`config.mk`:
```
export PLATFORM = sky130hd
export DESIGN_NAME = nnrs_cfg
export DESIGN_NICKNAME = d
export VERILOG_FILES = /design/src/rtl/nnrs_pkg.sv /design/src/rtl/nnrs_cfg.sv
export SDC_FILE = /design/constraint.sdc
export NUM_CORES = 1
export LEC_CHECK = 0
export ABC_AREA = 1
export ABC_CLOCK_PERIOD_IN_PS = 1150
export BUFFER_PORTS_ARGS = -buffer_cell sky130_fd_sc_hd__buf_4
export CELL_PAD_IN_SITES_DETAIL_PLACEMENT = 0
export CELL_PAD_IN_SITES_GLOBAL_PLACEMENT = 1
export CORE_MARGIN = 4
export CORE_UTILIZATION = 31
export DETAILED_ROUTE_END_ITERATION = 10
export HOLD_SLACK_MARGIN = 0.05
export PLACE_DENSITY_LB_ADDON = 0.1
export SYNTH_ARGS = -nofsm -noshare
export SYNTH_HDL_FRONTEND = slang
export SYNTH_SLANG_ARGS = --single-unit
```
`constraint.sdc`:
```
create_clock -name aclk -period 1.15 [get_ports aclk]
set_clock_uncertainty 0.1 [all_clocks]
set_input_delay 0.115 -clock aclk [delete_from_list [all_inputs] [get_ports aclk]]
set_output_delay 0.115 -clock aclk [all_outputs]
set_load 0.1 [all_outputs]
```
`src/rtl/nnrs_pkg.sv`:
```
`timescale 1ns / 1ps
`default_nettype none

package nnrs_pkg;

    // Sizing
    localparam int MAX_WIDTH   = 4096;
    localparam int MAX_COPIES  = 10;
    localparam int ADDR_W      = $clog2(MAX_WIDTH);
    localparam int WCMP_W      = (ADDR_W + 1 > 13) ? ADDR_W + 1 : 13;
    localparam int CNT_W       = $clog2(MAX_COPIES + 1);
    localparam int POS_W       = 20;
    localparam int DIV_NUM_W   = POS_W + 1;
    localparam int DIV_DEN_W   = 4;
    localparam int DIV_CNT_W   = $clog2(DIV_NUM_W);
    localparam int PIX_W       = 24;
    localparam int DIM_W       = 13;
    localparam int UP_W        = 7;
    localparam int OWED_W      = 4;
    localparam int OWED_MAX    = (1 << OWED_W) - 1;
    localparam int OUT_DATA_W  = 32;

    // Config port
    localparam int PADDR_W     = 5;
    localparam int PDATA_W     = 32;
    localparam int REG_IDX_W   = 3;

    localparam logic [REG_IDX_W-1:0] REG_UP     = 3'd0;
    localparam logic [REG_IDX_W-1:0] REG_DOWN   = 3'd1;
    localparam logic [REG_IDX_W-1:0] REG_SRC_W  = 3'd2;
    localparam logic [REG_IDX_W-1:0] REG_SCL_W  = 3'd3;
    localparam logic [REG_IDX_W-1:0] REG_SCL_H  = 3'd4;

    typedef struct packed {
        logic [UP_W-1:0]      up_factor;
        logic [DIV_DEN_W-1:0] down_factor;
        logic [DIM_W-1:0]     source_width;
        logic [DIM_W-1:0]     scaled_width;
        logic [DIM_W-1:0]     scaled_height;
    } cfg_t;

    // Result payload, MSB first
    typedef struct packed {
        logic [OWED_W-1:0] rows_owed;
        logic [1:0]        pad_bytes;
        logic              row_end;
        logic [7:0]        blue_out;
        logic [7:0]        green_out;
        logic [7:0]        red_out;
    } out_t;

    typedef enum logic [3:0] {
        ST_IDLE,
        ST_READ,
        ST_ROW1,
        ST_ROW2,
        ST_DIV,
        ST_ROW3,
        ST_ROW4,
        ST_EMIT,
        ST_FINAL
    } state_t;

endpackage

`default_nettype wire

```
`src/rtl/nnrs_cfg.sv`:
```
`timescale 1ns / 1ps
`default_nettype none

// APB register file.
module nnrs_cfg (
    input  wire logic                          aclk,
    input  wire logic                          aresetn,
    input  wire logic                          psel,
    input  wire logic                          penable,
    input  wire logic                          pwrite,
    input  wire logic [nnrs_pkg::PADDR_W-1:0]  paddr,
    input  wire logic [nnrs_pkg::PDATA_W-1:0]  pwdata,
    output logic      [nnrs_pkg::PDATA_W-1:0]  prdata,
    output nnrs_pkg::cfg_t                     cfg
);

    nnrs_pkg::cfg_t                   cfg_reg, cfg_next;
    logic [nnrs_pkg::REG_IDX_W-1:0]   idx;
    logic                             wr;

    assign idx = paddr[nnrs_pkg::PADDR_W-1:2];
    assign wr  = psel && penable && pwrite;

    always_comb begin
        cfg_next = cfg_reg;
        if (wr) begin
            case (idx)
                nnrs_pkg::REG_UP: begin
                    cfg_next.up_factor = pwdata[nnrs_pkg::UP_W-1:0];
                end
                nnrs_pkg::REG_DOWN: begin
                    cfg_next.down_factor = pwdata[nnrs_pkg::DIV_DEN_W-1:0];
                end
                nnrs_pkg::REG_SRC_W: begin
                    cfg_next.source_width = pwdata[nnrs_pkg::DIM_W-1:0];
                end
                nnrs_pkg::REG_SCL_W: begin
                    cfg_next.scaled_width = pwdata[nnrs_pkg::DIM_W-1:0];
                end
                nnrs_pkg::REG_SCL_H: begin
                    cfg_next.scaled_height = pwdata[nnrs_pkg::DIM_W-1:0];
                end
                default: begin
                end
            endcase
        end
    end

    always_comb begin
        case (idx)
            nnrs_pkg::REG_UP:    prdata = nnrs_pkg::PDATA_W'(cfg_reg.up_factor);
            nnrs_pkg::REG_DOWN:  prdata = nnrs_pkg::PDATA_W'(cfg_reg.down_factor);
            nnrs_pkg::REG_SRC_W: prdata = nnrs_pkg::PDATA_W'(cfg_reg.source_width);
            nnrs_pkg::REG_SCL_W: prdata = nnrs_pkg::PDATA_W'(cfg_reg.scaled_width);
            nnrs_pkg::REG_SCL_H: prdata = nnrs_pkg::PDATA_W'(cfg_reg.scaled_height);
            default:             prdata = '0;
        endcase
    end

    always_ff @(posedge aclk) begin
        if (!aresetn) begin
            cfg_reg.up_factor     <= nnrs_pkg::UP_W'(1);
            cfg_reg.down_factor   <= nnrs_pkg::DIV_DEN_W'(1);
            cfg_reg.source_width  <= nnrs_pkg::DIM_W'(1);
            cfg_reg.scaled_width  <= nnrs_pkg::DIM_W'(1);
            cfg_reg.scaled_height <= nnrs_pkg::DIM_W'(1);
        end else begin
            cfg_reg <= cfg_next;
        end
    end

    assign cfg = cfg_reg;

endmodule

`default_nettype wire

```
# Word level (Yosys, flattened, before mapping)
# Index checks and enable logic that the tools add are counted.
# classes
eq_ne,4
muxes,1
reduce_logical,8
# ops
cell,count
one-hot mux 13 bit (5 select lines),1
AND reduction 2 bit,5
"== test 3 x 2 -> 1 bit, second input constant",2
"== test 3 x 1 -> 1 bit, second input constant",1
"== test 3 bit, second input constant",1
zero test 3 bit,1
logical AND 1 bit,2
# totals
register_bits,50
in_bits,42
out_inout_bits,82

# Logic depth before layout (Yosys ltp)
# logic_depth
ltp_word,3
depth_mapped,9

# Worst setup path before layout
# OpenSTA, ideal clock, no wires.
# synth_path
kind,reg-to-output
start,"register cfg_reg, in the netlist cfg[14]"
end,output prdata[1] in the netlist's numbering
arrival_ns,1.893
slack_ns,-0.958
stages_incl_launch_ff,5
cell_sequence,dfxtp_1 > nand4_1 > nand2_1 > nor2_1 > nand2_1
# synth_between
elab_chain_cells,1
# synth_lines
item,line_no,source
from (decl),nnrs_cfg.sv:17,"nnrs_pkg::cfg_t cfg_reg, cfg_next;"
from (signal assigned),nnrs_cfg.sv:68,cfg_reg <= cfg_next;
one-hot mux 13 bit (5 select lines),nnrs_cfg.sv:50,case (idx)
to (decl),nnrs_cfg.sv:13,"output logic [nnrs_pkg::PDATA_W-1:0] prdata,"
# Every way passes these cells.

# Final worst setup path
# layout_path
start,"register cfg_reg, in the netlist cfg[16]"
end,output prdata[3] in the netlist's numbering
# Same word-level chain as after synthesis.

==> run metrics <==
First DRT Iteration DRCs=110; First-pass DRT Iterations=4; worst setup margin=-326 ps; num rows=33; fin util=65.9%; worst reg2reg path depth=3; Post-Syn Instances=412; largest net degree at the start of global routing=21; grt ovf=0; Static Leak=2.57 nW; pwr dens=759 nW/µm²; minimum clock period=1480 ps; Synth cell types=19; CTS tree=yes; Peak Freq=0.678 GHz; startpoint types=register; maximum vdd drop=0.461 mV; worst setup path start=cfg[16]$_SDFFE_PN0P_; root buf cell=clkbuf_8; CP endpoint kind=primary output; DRC errors left=0; Critical Path AT=1260 ps; Post-Synth Adder-Cell Area=0%; violated checks=setup timing; Ys Warns=0; post-route cell area=5470 µm²; dpl ws=-361 ps; critical-path maximum fanout=2; Layout area overhead=106%; Reg2Reg Launch Point=cfg[42]$_SDFFE_PN0P_; GRT Total Usage=18.3%; Max clock buf depth=2; mapped cell area=2660 µm²; Worst Hold Class=input pin to register; Slew Limit Fails=0; Synth area leaders=dfxtp_1, nand2_1, nor2_1; Worst EP required=940 ps; vias in the first global route=2914; post-synthesis mux area share=0%; Crit Path Category=register to primary output; Routed Wire Length=9430 µm; Sw Share=34.9%; end of the worst register-to-register path=cfg[42]$_SDFFE_PN0P_; Core Box Area=8300 µm²; R2R setup slack=290 ps; Final period util=128%; # diodes=0; layout cells sized above 1=52.6%; commonest cells after routing, fill and taps aside=nor2_1, nand2_1, dfxtp_4; Starting Density=32.1%; RD Place Congestion=0.832; Final Hold Fails=0; Die Area=10100 µm²; Clock Power Share=30.3%; maxcap violations=0; biggest area consumer among synthesized cells=dfxtp_1; Mapped Avg Cell Area=6.46 µm²; Num CTS Buffers=5; Routed Antenna Nets=0; Synth Area in XOR/XNOR=0%; level count of the clock H-tree=2; clk slew on worst S/H paths=100 ps; die width=101 µm; PortBufs=83; Worst-Skew Late Latency=300 ps; Layout Nets=602; CTS sink count=50; post-DR vias/cell=4.62; Comb pwr share=29.3%; post-synthesis register bit count=50; max reg flops=50; commonest non-fill, non-tap cell in the layout=nor2_1; Internal=0.00270 W; Worst Hold Path Cells=5; setup violators final=28; Flop pwr share=40.4%; dpl cell area=4140 µm²; die height=101 µm; Compound-Gate Fraction of Synth Area=0.940%; Detail Placement HPWL=6470 µm; largest family of logic cells by synthesized area=simple AND/OR/NAND/NOR gates; I/O pin count=124; initial antenna violation count=0; routed vias=3078; RSZ-0062 raised after global routing=true; Post-Synth Simple-Gate Area=46.6%; Setup crit end=prdata[3]; routed len/inst=14.2 µm; sequential fraction of the synthesis area=37.6%; Yosys top cell area share=37.6%; sw power=0.00145 W; status=complete, but fails checks; first-pass GRT wire length=14700 µm
==> metal layers <==
metal  wire, µm  vias up  GRT usage, %  share of wire (%)
met5          0        -             0                  0
met4         87        0          3.63               0.92
met3        444        7          3.53                4.7
met2       4830       81          31.1                 51
met1       4060     1446          24.0                 43
li1           -     1544             -                  -
==> worst max-delay path, cell delays in order (launching register included) <==
cell and delay [ps]:
dfxtp_4 360, nand4_1 90, nand2_2 90, nor2_4 190, nand2_8 60, buf_12 160
==> Yosys cell counts (all sizes together) <==
library cell / number
buf: 41
clkinv: 1
conb: 1
dfxtp: 50
inv: 24
nand2: 123
nand3: 55
nand4: 7
nor2: 105
o21ai: 5
==> through the flow <==
stage               std cells  hold slack, ps  TNS (ps)  power, W
floorplan                 430             140      -582   0.00253
global placement          625             283    -10620   0.00273
detailed placement        625             290    -11460   0.00273
CTS                       656            52.4     -2860   0.00414
global route              666            61.0     -3860   0.00432
finish                    666            48.7     -2590   0.00415
==> how the worst min path moves through the flow <==
stage / endpoint / startpoint / slack [ps]
floorplan: cfg[0]$_SDFFE_PN1P_ / pwdata[0] / 140
global placement: cfg[26]$_SDFFE_PN1P_ / pwdata[0] / 280
detailed placement: cfg[26]$_SDFFE_PN1P_ / pwdata[0] / 290
CTS: cfg[21]$_SDFFE_PN0P_ / pwdata[8] / 50
global route: cfg[21]$_SDFFE_PN0P_ / pwdata[8] / 60
finish: cfg[21]$_SDFFE_PN0P_ / pwdata[8] / 50
==> power by group through the flow <==
| stage | Sequential (W) | Clock, W | Combinational (W) |
|---|---|---|---|
| after global placement | 0.00171 | 0 | 0.00102 |
| after floorplan | 0.00187 | 0 | 0.000660 |
| final | 0.00168 | 0.00126 | 0.00122 |
| after CTS | 0.00167 | 0.00130 | 0.00117 |
| after detailed placement | 0.00171 | 0 | 0.00102 |
| after global routing | 0.00168 | 0.00137 | 0.00128 |
==> kinds of logic after synthesis <==
logic type	count (synthesis)
buffers and inverters	66
flip-flops	50
other	1
AO/OA/AOI/OAI	5
AND/OR/NAND/NOR	290
==> area by class of cell <==
class | instances | area [µm²]
clock buffers | 7 | 76.3
clock inverters | 1 | 30.0
fillers | 692 | 2830
inverters | 25 | 118
multi-input cells | 314 | 1750
flip-flops and latches | 50 | 1190
well taps | 105 | 131
repair buffers | 164 | 2170
==> timing repair <==
action                                  in CTS  in global routing
hold endpoints to repair                    15                  0
hold buffers                                 6                  0
gates cloned                                 2                  0
setup buffers                               16                 19
endpoints found under the setup margin      63                 55
resized for setup                          192                 57
pin swaps                                   25                 26
(Power assumes the default switching activity.)
